==> src/rtl/core/tmb_pkg.sv <==
`timescale 1ns / 1ps
// ----------------------------------------------------------------------------
// Timer bank package
// Shared types, request codes and arithmetic constants of the timer bank.
// ----------------------------------------------------------------------------
package tmb_pkg;

    // request operation codes
    localparam logic [3:0] OP_TICK     = 4'd0;
    localparam logic [3:0] OP_CREATE   = 4'd1;
    localparam logic [3:0] OP_DELETE   = 4'd2;
    localparam logic [3:0] OP_SET_TIME = 4'd3;
    localparam logic [3:0] OP_START    = 4'd4;
    localparam logic [3:0] OP_PAUSE    = 4'd5;
    localparam logic [3:0] OP_STOP     = 4'd6;
    localparam logic [3:0] OP_RESET    = 4'd7;
    localparam logic [3:0] OP_GET_TIME = 4'd8;
    localparam logic [3:0] OP_STATUS   = 4'd9;
    localparam logic [3:0] OP_ACK      = 4'd10;

    // time units
    localparam logic [1:0] UNIT_MS   = 2'd0;
    localparam logic [1:0] UNIT_S    = 2'd1;
    localparam logic [1:0] UNIT_MIN  = 2'd2;
    localparam logic [1:0] UNIT_HOUR = 2'd3;

    typedef enum logic [1:0] {
        ST_STOPPED  = 2'd0,
        ST_RUNNING  = 2'd1,
        ST_PAUSED   = 2'd2,
        ST_OVERFLOW = 2'd3
    } tmb_status_t;

    typedef enum logic [2:0] {
        FSM_IDLE,
        FSM_TICK,
        FSM_READ,
        FSM_DECODE,
        FSM_MUL1,
        FSM_MUL2,
        FSM_FINISH,
        FSM_RESP
    } tmb_fsm_t;

    localparam int MIN_W  = 22;
    localparam int MS_W   = 16;
    localparam int MUL_W  = 24;
    localparam int PROD_W = 2 * MUL_W;
    localparam int REM_W  = 28;

    localparam logic [MS_W-1:0]  MS_BORROW   = 16'd59999;
    localparam logic [MS_W-1:0]  MS_PER_MIN  = 16'd60000;
    localparam logic [MS_W-1:0]  HALF_MIN_MS = 16'd30000;
    localparam logic [MUL_W-1:0] MS_PER_S    = 24'd1000;
    localparam logic [MUL_W-1:0] SIXTY       = 24'd60;

    // reciprocal multipliers: x / d == (x * R) >> SH over the operand range
    localparam logic [MUL_W-1:0] RECIP_T60   = 24'd34953;    // 16-bit time / 60
    localparam int               T60_SH      = 21;
    localparam logic [MUL_W-1:0] RECIP_MS1K  = 24'd67109;    // 16-bit ms / 1000
    localparam int               MS1K_SH     = 26;
    localparam logic [MUL_W-1:0] RECIP_M60   = 24'd4473925;  // 22-bit minutes / 60
    localparam int               M60_SH      = 28;

    typedef struct packed {
        logic [3:0]  operation;
        logic [3:0]  timer_index;
        logic [15:0] time_value;
        logic [1:0]  unit;
        logic        cyclic_mode;
    } tmb_req_t;

    typedef struct packed {
        logic [15:0] elapsed_reading;
        logic [1:0]  timer_state;
        logic        bad_slot;
        logic [15:0] expired_mask;
        logic        timeout_seen;
    } tmb_rsp_t;

    // one timer record; rl_* is the reload count worked out at set_time
    typedef struct packed {
        logic             cyclic;
        logic [1:0]       unit;
        tmb_status_t      status;
        logic [15:0]      programmed;
        logic [MIN_W-1:0] min_left;
        logic [MS_W-1:0]  ms_left;
        logic [MIN_W-1:0] rl_min;
        logic [MS_W-1:0]  rl_ms;
    } tmb_rec_t;

    typedef struct packed {
        logic             en;
        logic [MUL_W-1:0] a;
        logic [MUL_W-1:0] b;
    } tmb_mul_req_t;

endpackage

==> src/rtl/core/tmb_req_if.sv <==
`timescale 1ns / 1ps
// ----------------------------------------------------------------------------
// Timer bank request channel
// Valid/ready channel carrying one timer request.
// ----------------------------------------------------------------------------
interface tmb_req_if;
    logic        valid;
    logic        ready;
    logic [3:0]  operation;
    logic [3:0]  timer_index;
    logic [15:0] time_value;
    logic [1:0]  unit;
    logic        cyclic_mode;

    modport source (
        output valid,
        output operation,
        output timer_index,
        output time_value,
        output unit,
        output cyclic_mode,
        input  ready
    );

    modport sink (
        input  valid,
        input  operation,
        input  timer_index,
        input  time_value,
        input  unit,
        input  cyclic_mode,
        output ready
    );
endinterface

==> src/rtl/core/tmb_rsp_if.sv <==
`timescale 1ns / 1ps
// ----------------------------------------------------------------------------
// Timer bank response channel
// Valid/ready channel carrying one result per request.
// ----------------------------------------------------------------------------
interface tmb_rsp_if;
    logic        valid;
    logic        ready;
    logic [15:0] elapsed_reading;
    logic [1:0]  timer_state;
    logic        bad_slot;
    logic [15:0] expired_mask;
    logic        timeout_seen;

    modport source (
        output valid,
        output elapsed_reading,
        output timer_state,
        output bad_slot,
        output expired_mask,
        output timeout_seen,
        input  ready
    );

    modport sink (
        input  valid,
        input  elapsed_reading,
        input  timer_state,
        input  bad_slot,
        input  expired_mask,
        input  timeout_seen,
        output ready
    );
endinterface

==> src/rtl/core/tmb_slot_ram.sv <==
`timescale 1ns / 1ps
// ----------------------------------------------------------------------------
// Timer record memory
// One write port, one registered read port, one record per timer slot.
// ----------------------------------------------------------------------------
module tmb_slot_ram #(
    parameter int NUM_TIMERS = 16
) (
    input  logic                 clk,
    input  logic                 we,
    input  logic [(NUM_TIMERS > 1 ? $clog2(NUM_TIMERS) : 1)-1:0] waddr,
    input  tmb_pkg::tmb_rec_t    wdata,
    input  logic                 re,
    input  logic [(NUM_TIMERS > 1 ? $clog2(NUM_TIMERS) : 1)-1:0] raddr,
    output tmb_pkg::tmb_rec_t    rdata
);
    import tmb_pkg::*;

    tmb_rec_t mem [NUM_TIMERS];

    always_ff @(posedge clk)
    begin
        if (we)
        begin
            mem[waddr] <= wdata;
        end
        if (re)
        begin
            rdata <= mem[raddr];
        end
    end

endmodule

==> src/rtl/core/tmb_mul.sv <==
`timescale 1ns / 1ps
// ----------------------------------------------------------------------------
// Shared multiplier
// Registered 24x24 product; holds its value when not enabled.
// ----------------------------------------------------------------------------
module tmb_mul (
    input  logic                       clk,
    input  tmb_pkg::tmb_mul_req_t      mul_req,
    output logic [tmb_pkg::PROD_W-1:0] product
);
    import tmb_pkg::*;

    logic [PROD_W-1:0] product_reg;

    always_ff @(posedge clk)
    begin
        if (mul_req.en)
        begin
            product_reg <= PROD_W'(mul_req.a) * PROD_W'(mul_req.b);
        end
    end

    assign product = product_reg;

endmodule

==> src/rtl/core/tmb_ctrl.sv <==
`timescale 1ns / 1ps
// ----------------------------------------------------------------------------
// Timer bank sequencer
// Walks the record memory on tick, runs slot commands (set/get time in seconds
// and hours through the shared multiplier), keeps the slot valid bits.
// ----------------------------------------------------------------------------
module tmb_ctrl #(
    parameter int NUM_TIMERS = 16
) (
    input  logic                       clk,
    input  logic                       rst_n,
    input  logic                       in_valid,
    output logic                       in_ready,
    input  tmb_pkg::tmb_req_t          in_req,
    output logic                       res_valid,
    input  logic                       res_ready,
    output tmb_pkg::tmb_rsp_t          res,
    output tmb_pkg::tmb_mul_req_t      mul_req,
    input  logic [tmb_pkg::PROD_W-1:0] mul_p,
    output logic                       ram_we,
    output logic [(NUM_TIMERS > 1 ? $clog2(NUM_TIMERS) : 1)-1:0] ram_waddr,
    output tmb_pkg::tmb_rec_t          ram_wdata,
    output logic                       ram_re,
    output logic [(NUM_TIMERS > 1 ? $clog2(NUM_TIMERS) : 1)-1:0] ram_raddr,
    input  tmb_pkg::tmb_rec_t          ram_rdata
);
    import tmb_pkg::*;

    localparam int AW   = (NUM_TIMERS > 1) ? $clog2(NUM_TIMERS) : 1;
    localparam int CW   = $clog2(NUM_TIMERS + 1);
    localparam int IDXW = 7;

    tmb_fsm_t               state_reg, state_next;
    tmb_req_t               req_reg, req_next;
    logic [NUM_TIMERS-1:0]  valid_reg, valid_next;
    logic [CW-1:0]          walk_cnt_reg, walk_cnt_next;
    logic                   proc_vld_reg, proc_vld_next;
    logic [AW-1:0]          proc_idx_reg, proc_idx_next;
    logic [15:0]            mask_reg, mask_next;
    logic [REM_W-1:0]       sc_reg, sc_next;
    tmb_rsp_t               res_reg, res_next;

    logic [IDXW-1:0]        idx_w;
    logic [AW-1:0]          slot_addr;
    logic                   in_range;
    logic                   exists;
    logic                   op_known;
    logic                   cmd_ok;
    logic                   is_set;
    logic                   is_get;
    logic                   needs_mul;

    tmb_rec_t               tick_rec;
    logic                   tick_exp;
    logic [IDXW-1:0]        proc_idx_w;
    logic [15:0]            tick_bit;

    tmb_rec_t               fin_rec;
    tmb_rsp_t               fin_res;
    logic [MIN_W-1:0]       set_min;
    logic [MS_W-1:0]        set_ms;
    logic [REM_W-1:0]       rem;
    logic [15:0]            elapsed;

    // ---- request decode ----
    assign idx_w     = {3'b000, req_reg.timer_index};
    assign slot_addr = idx_w[AW-1:0];
    assign in_range  = idx_w < IDXW'(NUM_TIMERS);
    assign exists    = in_range && valid_reg[slot_addr];
    assign op_known  = req_reg.operation <= OP_ACK;
    assign cmd_ok    = ((req_reg.operation == OP_CREATE) && in_range) || exists;
    assign is_set    = req_reg.operation == OP_SET_TIME;
    assign is_get    = req_reg.operation == OP_GET_TIME;
    // seconds and hours need the multiplier
    assign needs_mul = (is_set || is_get) && req_reg.unit[0];

    // ---- one slot of the tick walk ----
    always_comb
    begin
        tick_rec = ram_rdata;
        tick_exp = 1'b0;
        if (valid_reg[proc_idx_reg] && (ram_rdata.status == ST_RUNNING))
        begin
            if (ram_rdata.ms_left != '0)
            begin
                tick_rec.ms_left = ram_rdata.ms_left - MS_W'(1);
            end
            else if (ram_rdata.min_left != '0)
            begin
                tick_rec.min_left = ram_rdata.min_left - MIN_W'(1);
                tick_rec.ms_left  = MS_BORROW;
            end
            else
            begin
                tick_exp = 1'b1;
                if (ram_rdata.cyclic)
                begin
                    tick_rec.min_left = ram_rdata.rl_min;
                    tick_rec.ms_left  = ram_rdata.rl_ms;
                end
                else
                begin
                    tick_rec.status = ST_OVERFLOW;
                end
            end
        end
    end

    assign proc_idx_w = {{(IDXW-AW){1'b0}}, proc_idx_reg};
    assign tick_bit   = (tick_exp && (proc_idx_w < IDXW'(16)))
                      ? (16'd1 << proc_idx_w[3:0]) : 16'd0;

    // ---- command completion ----
    always_comb
    begin
        set_min = '0;
        set_ms  = req_reg.time_value;
        unique case (req_reg.unit)
            UNIT_MS:
            begin
                set_min = '0;
                set_ms  = req_reg.time_value;
            end
            UNIT_S:
            begin
                set_min = sc_reg[MIN_W-1:0];
                set_ms  = mul_p[MS_W-1:0];
            end
            UNIT_MIN:
            begin
                if (req_reg.time_value != '0)
                begin
                    set_min = MIN_W'(req_reg.time_value) - MIN_W'(1);
                    set_ms  = MS_PER_MIN;
                end
                else
                begin
                    set_ms = '0;
                end
            end
            UNIT_HOUR:
            begin
                if (req_reg.time_value != '0)
                begin
                    set_min = mul_p[MIN_W-1:0] - MIN_W'(1);
                    set_ms  = MS_PER_MIN;
                end
                else
                begin
                    set_ms = '0;
                end
            end
        endcase
    end

    always_comb
    begin
        unique case (req_reg.unit)
            UNIT_MS:   rem = REM_W'(ram_rdata.ms_left);
            UNIT_S:    rem = mul_p[REM_W-1:0] + sc_reg;
            UNIT_MIN:  rem = REM_W'(ram_rdata.min_left);
            UNIT_HOUR: rem = REM_W'(mul_p[M60_SH +: 17]);
        endcase
        elapsed = (REM_W'(ram_rdata.programmed) > rem)
                ? (ram_rdata.programmed - rem[15:0]) : 16'd0;
        // minutes and hours: half a minute or more left rounds down by one
        if (req_reg.unit[1] && (ram_rdata.ms_left >= HALF_MIN_MS) && (elapsed != '0))
        begin
            elapsed = elapsed - 16'd1;
        end
    end

    always_comb
    begin
        fin_rec = ram_rdata;
        fin_res = '0;
        unique case (req_reg.operation)
            OP_CREATE:
            begin
                fin_rec        = '0;
                fin_rec.cyclic = req_reg.cyclic_mode;
            end
            OP_DELETE:
            begin
                fin_rec.status = ST_STOPPED;
            end
            OP_SET_TIME:
            begin
                fin_rec.programmed = req_reg.time_value;
                fin_rec.unit       = req_reg.unit;
                fin_rec.rl_min     = set_min;
                fin_rec.rl_ms      = set_ms;
                fin_rec.min_left   = set_min;
                fin_rec.ms_left    = set_ms;
            end
            OP_START:
            begin
                fin_rec.status = ST_RUNNING;
            end
            OP_PAUSE:
            begin
                fin_rec.status = ST_PAUSED;
            end
            OP_STOP:
            begin
                fin_rec.status   = ST_STOPPED;
                fin_rec.min_left = ram_rdata.rl_min;
                fin_rec.ms_left  = ram_rdata.rl_ms;
            end
            OP_RESET:
            begin
                fin_rec.min_left = ram_rdata.rl_min;
                fin_rec.ms_left  = ram_rdata.rl_ms;
            end
            OP_GET_TIME:
            begin
                fin_res.elapsed_reading = elapsed;
            end
            OP_ACK:
            begin
                if (ram_rdata.status == ST_OVERFLOW)
                begin
                    fin_res.timeout_seen = 1'b1;
                    if (ram_rdata.cyclic)
                    begin
                        fin_rec.status   = ST_RUNNING;
                        fin_rec.min_left = ram_rdata.rl_min;
                        fin_rec.ms_left  = ram_rdata.rl_ms;
                    end
                    else
                    begin
                        fin_rec.status = ST_STOPPED;
                    end
                end
            end
            default:
            begin
                // status read: no change
            end
        endcase
        fin_res.timer_state = fin_rec.status;
    end

    // ---- next state ----
    always_comb
    begin
        state_next = state_reg;
        unique case (state_reg)
            FSM_IDLE:
            begin
                if (in_valid)
                begin
                    state_next = (in_req.operation == OP_TICK) ? FSM_TICK : FSM_READ;
                end
            end
            FSM_TICK:
            begin
                if (!proc_vld_reg && (walk_cnt_reg == CW'(NUM_TIMERS)))
                begin
                    state_next = FSM_RESP;
                end
            end
            FSM_READ:
            begin
                state_next = FSM_DECODE;
            end
            FSM_DECODE:
            begin
                priority if (!op_known || !cmd_ok)
                begin
                    state_next = FSM_RESP;
                end
                else if (needs_mul)
                begin
                    state_next = FSM_MUL1;
                end
                else
                begin
                    state_next = FSM_FINISH;
                end
            end
            FSM_MUL1:
            begin
                state_next = req_reg.unit[1] ? FSM_FINISH : FSM_MUL2;
            end
            FSM_MUL2:
            begin
                state_next = FSM_FINISH;
            end
            FSM_FINISH:
            begin
                state_next = FSM_RESP;
            end
            FSM_RESP:
            begin
                if (res_ready)
                begin
                    state_next = FSM_IDLE;
                end
            end
        endcase
    end

    // ---- outputs and datapath ----
    always_comb
    begin
        req_next      = req_reg;
        valid_next    = valid_reg;
        walk_cnt_next = walk_cnt_reg;
        proc_vld_next = 1'b0;
        proc_idx_next = proc_idx_reg;
        mask_next     = mask_reg;
        sc_next       = sc_reg;
        res_next      = res_reg;
        in_ready      = 1'b0;
        res_valid     = 1'b0;
        ram_re        = 1'b0;
        ram_raddr     = slot_addr;
        ram_we        = 1'b0;
        ram_waddr     = slot_addr;
        ram_wdata     = fin_rec;
        mul_req       = '0;

        unique case (state_reg)
            FSM_IDLE:
            begin
                in_ready = 1'b1;
                if (in_valid)
                begin
                    req_next      = in_req;
                    walk_cnt_next = '0;
                    mask_next     = '0;
                    res_next      = '0;
                end
            end
            FSM_TICK:
            begin
                // read slot n while slot n-1 is written back
                if (walk_cnt_reg < CW'(NUM_TIMERS))
                begin
                    ram_re        = 1'b1;
                    ram_raddr     = walk_cnt_reg[AW-1:0];
                    proc_vld_next = 1'b1;
                    proc_idx_next = walk_cnt_reg[AW-1:0];
                    walk_cnt_next = walk_cnt_reg + CW'(1);
                end
                if (proc_vld_reg)
                begin
                    ram_we    = 1'b1;
                    ram_waddr = proc_idx_reg;
                    ram_wdata = tick_rec;
                    mask_next = mask_reg | tick_bit;
                end
                res_next              = '0;
                res_next.expired_mask = mask_next;
            end
            FSM_READ:
            begin
                ram_re = 1'b1;
            end
            FSM_DECODE:
            begin
                res_next = '0;
                if (op_known && !cmd_ok)
                begin
                    res_next.bad_slot = 1'b1;
                end
                if (op_known && cmd_ok && needs_mul)
                begin
                    mul_req.en = 1'b1;
                    unique case ({is_get, req_reg.unit[1]})
                        2'b00:
                        begin
                            mul_req.a = MUL_W'(req_reg.time_value);
                            mul_req.b = RECIP_T60;
                        end
                        2'b01:
                        begin
                            mul_req.a = MUL_W'(req_reg.time_value);
                            mul_req.b = SIXTY;
                        end
                        2'b10:
                        begin
                            mul_req.a = MUL_W'(ram_rdata.ms_left);
                            mul_req.b = RECIP_MS1K;
                        end
                        2'b11:
                        begin
                            mul_req.a = MUL_W'(ram_rdata.min_left);
                            mul_req.b = RECIP_M60;
                        end
                    endcase
                end
            end
            FSM_MUL1:
            begin
                if (!req_reg.unit[1])
                begin
                    mul_req.en = 1'b1;
                    mul_req.b  = SIXTY;
                    if (is_get)
                    begin
                        sc_next   = REM_W'(mul_p[MS1K_SH +: 7]);
                        mul_req.a = MUL_W'(ram_rdata.min_left);
                    end
                    else
                    begin
                        sc_next   = REM_W'(mul_p[T60_SH +: 11]);
                        mul_req.a = MUL_W'(mul_p[T60_SH +: 11]);
                    end
                end
            end
            FSM_MUL2:
            begin
                // seconds remainder times 1000
                if (is_set)
                begin
                    mul_req.en = 1'b1;
                    mul_req.a  = MUL_W'(req_reg.time_value - mul_p[15:0]);
                    mul_req.b  = MS_PER_S;
                end
            end
            FSM_FINISH:
            begin
                ram_we   = 1'b1;
                res_next = fin_res;
                if (req_reg.operation == OP_CREATE)
                begin
                    valid_next[slot_addr] = 1'b1;
                end
                if (req_reg.operation == OP_DELETE)
                begin
                    valid_next[slot_addr] = 1'b0;
                end
            end
            FSM_RESP:
            begin
                res_valid = 1'b1;
            end
        endcase
    end

    assign res = res_reg;

    always_ff @(posedge clk or negedge rst_n)
    begin
        if (!rst_n)
        begin
            state_reg    <= FSM_IDLE;
            valid_reg    <= '0;
            walk_cnt_reg <= '0;
            proc_vld_reg <= 1'b0;
        end
        else
        begin
            state_reg    <= state_next;
            valid_reg    <= valid_next;
            walk_cnt_reg <= walk_cnt_next;
            proc_vld_reg <= proc_vld_next;
        end
    end

    always_ff @(posedge clk)
    begin
        req_reg      <= req_next;
        proc_idx_reg <= proc_idx_next;
        mask_reg     <= mask_next;
        sc_reg       <= sc_next;
        res_reg      <= res_next;
    end

endmodule

==> src/rtl/core/multi_channel_unit_timer_bank.sv <==
`timescale 1ns / 1ps
// ----------------------------------------------------------------------------
// Multi-channel unit timer bank
// Bank of millisecond timers driven by tick and slot-command requests.
// ----------------------------------------------------------------------------
// Usage:
//   req  - one request per handshake: a tick (counts down every running
//          timer) or a command on one timer slot (create, delete, set time,
//          start, pause, stop, reset, get time, status, timeout ack).
//   rsp  - exactly one result per request, in request order; a tick returns
//          the mask of timers that expired on it.
// Timing:
//   One request at a time; req.ready is low while it is worked on.
//   Tick: walks the record memory, one slot read and one written back per
//   cycle, then responds.
//   Commands: read, decode, update, respond; set/get time in hours add the
//   MUL1 step, in seconds MUL1 and MUL2, serialized on the one shared
//   multiplier. A bad slot or unknown code skips to respond after decode.
// Reset:
//   All slots not created; no clearing pass, valid bits clear at once.
// Stall:
//   The result sits in an output register. The next request is accepted
//   while it waits; that request's own result waits until rsp is taken.
// ----------------------------------------------------------------------------
module multi_channel_unit_timer_bank #(
    parameter int NUM_TIMERS = 16
) (
    input logic   clk,
    input logic   rst_n,
    tmb_req_if.sink   req,
    tmb_rsp_if.source rsp
);
    import tmb_pkg::*;

    localparam int AW = (NUM_TIMERS > 1) ? $clog2(NUM_TIMERS) : 1;

    // request payload gathered into one struct
    tmb_req_t      req_data;

    // sequencer <-> output register
    logic          res_valid;
    logic          res_ready;
    tmb_rsp_t      res_data;

    // sequencer <-> shared multiplier
    tmb_mul_req_t  mul_req;
    logic [PROD_W-1:0] mul_p;

    // sequencer <-> record memory
    logic          ram_we;
    logic [AW-1:0] ram_waddr;
    tmb_rec_t      ram_wdata;
    logic          ram_re;
    logic [AW-1:0] ram_raddr;
    tmb_rec_t      ram_rdata;

    // output register
    logic          out_valid_reg, out_valid_next;
    tmb_rsp_t      out_data_reg, out_data_next;

    assign req_data.operation   = req.operation;
    assign req_data.timer_index = req.timer_index;
    assign req_data.time_value  = req.time_value;
    assign req_data.unit        = req.unit;
    assign req_data.cyclic_mode = req.cyclic_mode;

    tmb_ctrl #(
        .NUM_TIMERS (NUM_TIMERS)
    ) u_ctrl (
        .clk       (clk),
        .rst_n     (rst_n),
        .in_valid  (req.valid),
        .in_ready  (req.ready),
        .in_req    (req_data),
        .res_valid (res_valid),
        .res_ready (res_ready),
        .res       (res_data),
        .mul_req   (mul_req),
        .mul_p     (mul_p),
        .ram_we    (ram_we),
        .ram_waddr (ram_waddr),
        .ram_wdata (ram_wdata),
        .ram_re    (ram_re),
        .ram_raddr (ram_raddr),
        .ram_rdata (ram_rdata)
    );

    tmb_mul u_mul (
        .clk     (clk),
        .mul_req (mul_req),
        .product (mul_p)
    );

    tmb_slot_ram #(
        .NUM_TIMERS (NUM_TIMERS)
    ) u_ram (
        .clk   (clk),
        .we    (ram_we),
        .waddr (ram_waddr),
        .wdata (ram_wdata),
        .re    (ram_re),
        .raddr (ram_raddr),
        .rdata (ram_rdata)
    );

    // the register is free when empty or being drained this cycle
    assign res_ready = !out_valid_reg || rsp.ready;

    always_comb
    begin
        out_valid_next = out_valid_reg;
        out_data_next  = out_data_reg;
        if (res_valid && res_ready)
        begin
            out_valid_next = 1'b1;
            out_data_next  = res_data;
        end
        else if (rsp.ready)
        begin
            out_valid_next = 1'b0;
        end
    end

    always_ff @(posedge clk or negedge rst_n)
    begin
        if (!rst_n)
        begin
            out_valid_reg <= 1'b0;
        end
        else
        begin
            out_valid_reg <= out_valid_next;
        end
    end

    always_ff @(posedge clk)
    begin
        out_data_reg <= out_data_next;
    end

    assign rsp.valid           = out_valid_reg;
    assign rsp.elapsed_reading = out_data_reg.elapsed_reading;
    assign rsp.timer_state     = out_data_reg.timer_state;
    assign rsp.bad_slot        = out_data_reg.bad_slot;
    assign rsp.expired_mask    = out_data_reg.expired_mask;
    assign rsp.timeout_seen    = out_data_reg.timeout_seen;

    // ---- checks ----

    // one request at a time: busy right after an accept
    a_busy_after_accept: assert property (
        @(posedge clk) disable iff (!rst_n)
        (req.valid && req.ready) |=> !req.ready
    ) else $error("request accepted while a previous one is in progress");

    // a bad slot result carries nothing else
    a_bad_slot_clean: assert property (
        @(posedge clk) disable iff (!rst_n)
        (rsp.valid && rsp.bad_slot) |->
            (rsp.elapsed_reading == '0) && (rsp.timer_state == '0) &&
            (rsp.expired_mask == '0) && (rsp.timeout_seen == 1'b0)
    ) else $error("bad slot result with other fields set");

    // a cleared timeout leaves the slot stopped or running again
    a_ack_state: assert property (
        @(posedge clk) disable iff (!rst_n)
        (rsp.valid && rsp.timeout_seen) |->
            (rsp.timer_state == ST_STOPPED) || (rsp.timer_state == ST_RUNNING)
    ) else $error("timeout ack left slot in a wrong state");

    // no expiry reported for a slot that does not exist
    a_mask_range: assert property (
        @(posedge clk) disable iff (!rst_n)
        rsp.valid |-> ((32'(rsp.expired_mask) >> NUM_TIMERS) == 32'd0)
    ) else $error("expired mask bit beyond the timer count");

endmodule
==> src/flat_wrapper.sv <==
// flat-port wrapper written by rule: the top's interface ports become plain ports
module multi_channel_unit_timer_bank_flat import tmb_pkg::*;
#(
    parameter int NUM_TIMERS = 16
)
  (clk, rst_n, req_valid, req_operation, req_timer_index, req_time_value, req_unit, req_cyclic_mode, req_ready, rsp_valid, rsp_elapsed_reading, rsp_timer_state, rsp_bad_slot, rsp_expired_mask, rsp_timeout_seen, rsp_ready);
  tmb_req_if req_i ();
  tmb_rsp_if rsp_i ();
  input logic clk;
  input logic rst_n;
  input wire logic [$bits(req_i.valid)-1:0] req_valid;
  input wire logic [$bits(req_i.operation)-1:0] req_operation;
  input wire logic [$bits(req_i.timer_index)-1:0] req_timer_index;
  input wire logic [$bits(req_i.time_value)-1:0] req_time_value;
  input wire logic [$bits(req_i.unit)-1:0] req_unit;
  input wire logic [$bits(req_i.cyclic_mode)-1:0] req_cyclic_mode;
  output wire logic [$bits(req_i.ready)-1:0] req_ready;
  output wire logic [$bits(rsp_i.valid)-1:0] rsp_valid;
  output wire logic [$bits(rsp_i.elapsed_reading)-1:0] rsp_elapsed_reading;
  output wire logic [$bits(rsp_i.timer_state)-1:0] rsp_timer_state;
  output wire logic [$bits(rsp_i.bad_slot)-1:0] rsp_bad_slot;
  output wire logic [$bits(rsp_i.expired_mask)-1:0] rsp_expired_mask;
  output wire logic [$bits(rsp_i.timeout_seen)-1:0] rsp_timeout_seen;
  input wire logic [$bits(rsp_i.ready)-1:0] rsp_ready;
  assign req_i.valid = req_valid;
  assign req_i.operation = req_operation;
  assign req_i.timer_index = req_timer_index;
  assign req_i.time_value = req_time_value;
  assign req_i.unit = req_unit;
  assign req_i.cyclic_mode = req_cyclic_mode;
  assign req_ready = req_i.ready;
  assign rsp_valid = rsp_i.valid;
  assign rsp_elapsed_reading = rsp_i.elapsed_reading;
  assign rsp_timer_state = rsp_i.timer_state;
  assign rsp_bad_slot = rsp_i.bad_slot;
  assign rsp_expired_mask = rsp_i.expired_mask;
  assign rsp_timeout_seen = rsp_i.timeout_seen;
  assign rsp_i.ready = rsp_ready;
  multi_channel_unit_timer_bank #(.NUM_TIMERS(NUM_TIMERS)) u_core (.clk(clk), .rst_n(rst_n), .req(req_i), .rsp(rsp_i));
endmodule
==> config.mk <==
export PLATFORM = sky130hd
export DESIGN_NAME = multi_channel_unit_timer_bank_flat
export DESIGN_NICKNAME = d
export VERILOG_FILES = /design/src/rtl/core/tmb_pkg.sv /design/src/rtl/core/tmb_req_if.sv /design/src/rtl/core/tmb_rsp_if.sv /design/src/rtl/core/tmb_slot_ram.sv /design/src/rtl/core/tmb_mul.sv /design/src/rtl/core/tmb_ctrl.sv /design/src/rtl/core/multi_channel_unit_timer_bank.sv /design/src/flat_wrapper.sv
export SDC_FILE = /design/constraint.sdc
export NUM_CORES = 2
export LEC_CHECK = 0
export BUFFER_PORTS_ARGS = -buffer_cell sky130_fd_sc_hd__buf_2
export CORE_ASPECT_RATIO = 1.5
export CORE_MARGIN = 5
export CORE_UTILIZATION = 61
export DETAILED_ROUTE_END_ITERATION = 8
export GPL_ROUTABILITY_DRIVEN = 0
export PLACE_DENSITY_LB_ADDON = 0.3
export REMOVE_ABC_BUFFERS = 1
export SLEW_MARGIN = 20
export SYNTH_ARGS = -nofsm -noshare
export SYNTH_HDL_FRONTEND = slang
export SYNTH_HIERARCHICAL = 1
export SYNTH_SLANG_ARGS = --single-unit
==> constraint.sdc <==
create_clock -name clk -period 25.4 [get_ports clk]
set_input_delay 0 -clock clk [delete_from_list [all_inputs] [get_ports clk]]
set_output_delay 0 -clock clk [all_outputs]
set_load 0.01 [all_outputs]
* Word-level counts from Yosys, hierarchy flattened
Memories as Yosys holds them, arrays and structs flattened. A register that Yosys moved wholly into a read port is not among the register bits.
Cells that the tools add are included.
Widths: inputs -> output; s select.
** Cells by class
- Shifts and indexed selects :: 1
- Bitwise gates (word level) :: 5
- Add/subtract/negate cells :: 9
- Multiplexer cells :: 83
- $mul :: 1
- Magnitude comparators :: 9
- Reductions and logical operators :: 42
- Equal/unequal tests :: 29
** Operators with widths (count)
- $mux 97 :: 2
- $pmux 48 s4 :: 1
- $mux 16 :: 11
- $mux 38 :: 4
- $pmux 38 s4 :: 1
- $mux 49 :: 3
- $pmux 49 s3 :: 1
- $pmux 36 s4 :: 1
- $pmux 28 s4 :: 1
- $mux 22 :: 4
- $pmux 22 s4 :: 1
- $pmux 38 s2 :: 1
- $pmux 16 s2 :: 2
- $pmux 16 s3 :: 1
- $reduce_bool 16->1 :: 3
- $mul 24x24->45 :: 1
- $sub 22x1->22 const B :: 2
- $mux 36 :: 1
- $or 16x16->16 :: 2
- $sub 16x1->16 const B :: 2
- $add 28x28->28 :: 1
- $gt 16x28->1 :: 1
- $pmux 3 s8 :: 1
- $reduce_bool 22->1 :: 1
- 49 further kinds :: 130
** Word-level totals
- Bits in writable memories :: 1552
- Output and inout bits :: 38
- Flip-flop bits (word level) :: 218
- Memories kept :: 1
- Input bits :: 31
** Memory list
- u_core.u_ram.mem :: words 16, width 97, rd ports 1, clocked after memory_dff 1, write ports 1, RTL line tmb_slot_ram.sv:19 : tmb_rec_t mem [NUM_TIMERS];

* Longest topological paths before layout
- Depth in word-level cells :: 9
- Gate-level depth with buffers :: 38

* Cells and area by module
The synthesis kept the hierarchy.
** Modules (own cells, without submodules)
- tmb_slot_ram :: times used 1, area an instance 60837.1 um^2, cells each 2484
- tmb_mul :: times used 1, area an instance 20477.1 um^2, cells each 2228
- tmb_ctrl :: times used 1, area an instance 13789.5 um^2, cells each 1782
- multi_channel_unit_timer_bank :: times used 1, area an instance 1134.8 um^2, cells each 40

* Least setup slack after synthesis
No wires, ideal clock.
- Path type :: reg-to-reg
- From :: register u_core.u_ctrl.state_reg[1]
- To :: memory u_core/u_ram/mem[12][0] in the netlist's numbering, enable pin
- Period minus slack after synthesis :: 9.359 ns
- Setup time :: 0.671 ns
- Stages on the path, launching flop included :: 11
- Data required time :: 24.729 ns
- Buffers on the path :: 3
- Data arrival time :: 8.688 ns
- Slack :: 16.041 ns
- Cells stage by stage :: dfrtp_1 nor2b_1 nor2b_1 and2_1 clkbuf_1 buf_1 clkbuf_1 nand2_1 nand2_1 nand3_1 nor3_1
** On the way
- Elaborated cells on any way between the ends :: 6
- Classes of those cells :: eq/ne (2); mux (4)
** RTL lines
- from (decl) :: RTL line tmb_ctrl.sv:33 : tmb_fsm_t state_reg, state_next;
- from (signal assigned) :: RTL line tmb_ctrl.sv:456 : state_reg <= state_next;
- $eq 3x1->1 :: RTL line tmb_ctrl.sv:324 : unique case (state_reg)
- $mux 4 :: RTL line tmb_ctrl.sv:324
- named net u_core.ram_waddr[3] :: RTL line multi_channel_unit_timer_bank.sv:51 : logic [AW-1:0] ram_waddr;
- to (decl) :: RTL line tmb_slot_ram.sv:19
The timed path passes the listed nets, and every way through them passes these cells.

==> summary.txt <==
Status
  • Status: complete, no violations

Hold path
  • Hold path startpoint: req_time_value[0]
  • End point of the worst hold path: u_core/u_ctrl/req_reg[3]$_DFFE_PP_
  • Hold crit path type: input pin to flop
  • Worst hold path cell count: 2

Die
  • Core box area: around 150,000 µm²
  • Total die area: around 160,000 µm²
  • Die H: just under 500 µm
  • Effective utilization at floorplan: 61.41%
  • Io pins: 69
  • Number of cell rows: 176
  • Die Wd: approximately 330 µm

Global route
  • Congestion Overflow GR: 0
  • Vias in the first global route: 61,630
  • Largest net degree at the start of global routing: 110
  • Initial antenna violation count: 11
  • GRT Total Usage: between 30% and 40%
  • Wire length of the first global-routing pass: between 300,000 and 400,000 µm

Power and ir drop
  • Leak: between 30 and 40 nW
  • PwrDens: around 78 nW/µm²
  • Max IR drop VDD: about 0.069 mV

Final layout
  • Layout area overhead: 9.475%
  • Most frequent cells in the layout: edfxtp_1 (1,790), inv_1 (603), nand2_1 (583)
  • Max reg flops: 1,520
  • Share of layout cells above drive strength 1: between 10% and 20%
  • Design area: 103,300 µm²
  • Fin nets: 7,225
  • Commonest non-fill, non-tap cell in the layout: edfxtp_1
  • Fillers: between 10,000 and 15,000

Worst setup path
  • Worst-path fanout max: 24
  • Worst R2R End: u_core/u_mul/product[41]$_DFFE_PP_
  • Worst r2r path cells: 32
  • Reg-to-reg slack, setup: 14,470 ps
  • CP startpoint kind: flop
  • Critical path class: flop to flop
  • CP required: between 20,000 and 30,000 ps
  • Crit-path max cell delay: between 800 and 900 ps
  • R2r startpoint: u_core/u_ctrl/req_reg[23]$_DFFE_PP_
  • Slowest cell on the critical path: o22ai_1
  • Arr. time, crit path: roughly 11,000 ps
  • CP most frequent cell: fa_1
  • Critical Path Sink Type: flop

STA
  • Fin. max-slew vios: 0
  • Hold_ws: between 80 and 90 ps
  • Hold Fails Final Rpt: 0
  • Skew final: ~68 ps
  • Post-route minimum period: 10,930 ps
  • Max transition margin: 25.06%
  • FMAX: between 90 and 100 MHz
  • Count of final setup violators: 0
  • Tcrit/Tclk final: between 40% and 50%
  • RSZ-0062 raised after global routing: false
  • Actual slew at the worst max-slew pin: approximately 1100 ps
  • Sum Neg Setup Slack: 0 ps

Clocking
  • Resized Gates After CTS: 0
  • CTS tree: yes
  • CTS Buf Count: roughly 160
  • Clock latency on the worst-skew pair: around 840 ps
  • Clk slew on worst S/H paths: ~70 ps
  • H-tree depth: 4
  • Clk root buf: clkbuf_16
  • Sinks on Clock Net: about 1,800
  • CTS Buffer Depth: 3

Route
  • Routed len/inst: about 31 µm
  • Routed wire length: 269,700 µm
  • Vias: between 50,000 and 60,000
  • DRT Pass-1 Iters: 9
  • Vias per inst: between 6 and 7
  • Antenna viol nets, final: 0
  • Initial DRC count: slightly below 8,000
  • Remaining DRCs: 0

Yosys
  • Cell Area, Synth: between 90,000 and 100,000 µm²
  • Cell count after synthesis: roughly 6,400
  • Syn Area/Cell: 14.71 µm²
  • Ys Warns: 6

Place
  • DP Area: 97,320 µm²
  • PortBufs: just under 70
  • DP Wirelength: 162,100 µm

Job
  • Max Cap Viol: 0
==> power breakdown <==
part	switching [mW]	internal, mW
logic	1.11	0.588
registers	0.185	3.72
clock network	1.11	1.36
total	2.40	5.66
==> through the flow <==
stage | power [mW] | cells | worst slack, ps | utilization, %
finish | 8.067 | 8672 | 14470 | 67.23
global route | 8.326 | 8668 | 14090 | 67.22
CTS | 8.036 | 8666 | 14570 | 67.16
detailed placement | 5.578 | 8319 | 14660 | 63.32
global placement | 5.533 | 8317 | 14900 | 63.28
floorplan | 5.051 | 6043 | 13890 | -
==> cell type report <==
class                   count  area, µm²  area share, %
flip-flops and latches   1816      54400          52.64
multi-input cells        3622      36460          35.28
clock buffers             180       4058          3.927
well taps                2047       2561          2.478
repair buffers            289       2323          2.248
inverters                 605       2271          2.198
clock inverters           108       1249          1.208
diodes                      5      12.51        0.01211
==> critical path: cells and delay by family, from the launching register on <==
family / cells / cell delay (ps)
adders and majority gates: 9 / 4490
AOI/OAI and AO/OA: 8 / 2570
and+or+nand+nor: 7 / 1680
buffers and inverters: 8 / 1200
DFF: 1 / 670
==> layer usage <==
metal | global-route usage [%] | wire (µm)
met3 | 7.287 | 29380
met2 | 53.92 | 131700
met5 | 0.06039 | 69
met4 | 21.62 | 21060
met1 | 41.04 | 87430
==> worst max-delay path by stage <==
stage	from	cells past startpoint	endpoint
3_5_place_dp	u_core/u_ctrl/req_reg[23]$_DFFE_PP_	32	u_core/u_mul/product[40]$_DFFE_PP_
6_report	u_core/u_ctrl/req_reg[23]$_DFFE_PP_	32	u_core/u_mul/product[41]$_DFFE_PP_
3_3_place_gp	u_core/u_ctrl/req_reg[23]$_DFFE_PP_	32	u_core/u_mul/product[44]$_DFFE_PP_
4_1_cts	u_core/u_ctrl/req_reg[23]$_DFFE_PP_	32	u_core/u_mul/product[44]$_DFFE_PP_
5_1_grt	u_core/u_ctrl/req_reg[23]$_DFFE_PP_	33	u_core/u_mul/product[37]$_DFFE_PP_
2_1_floorplan	u_core/u_ctrl/state_reg[0]$_DFFE_PN0P_	7	u_core/u_ram/rdata[0]$_DFFE_PP_
==> repair_timing <==
action                    in CTS  in global routing
hold buffers                  59                  0
setup buffers                  0                  0
hold endpoints to repair     111                  0
No activity file was read; power rests on OpenSTA's default activity.
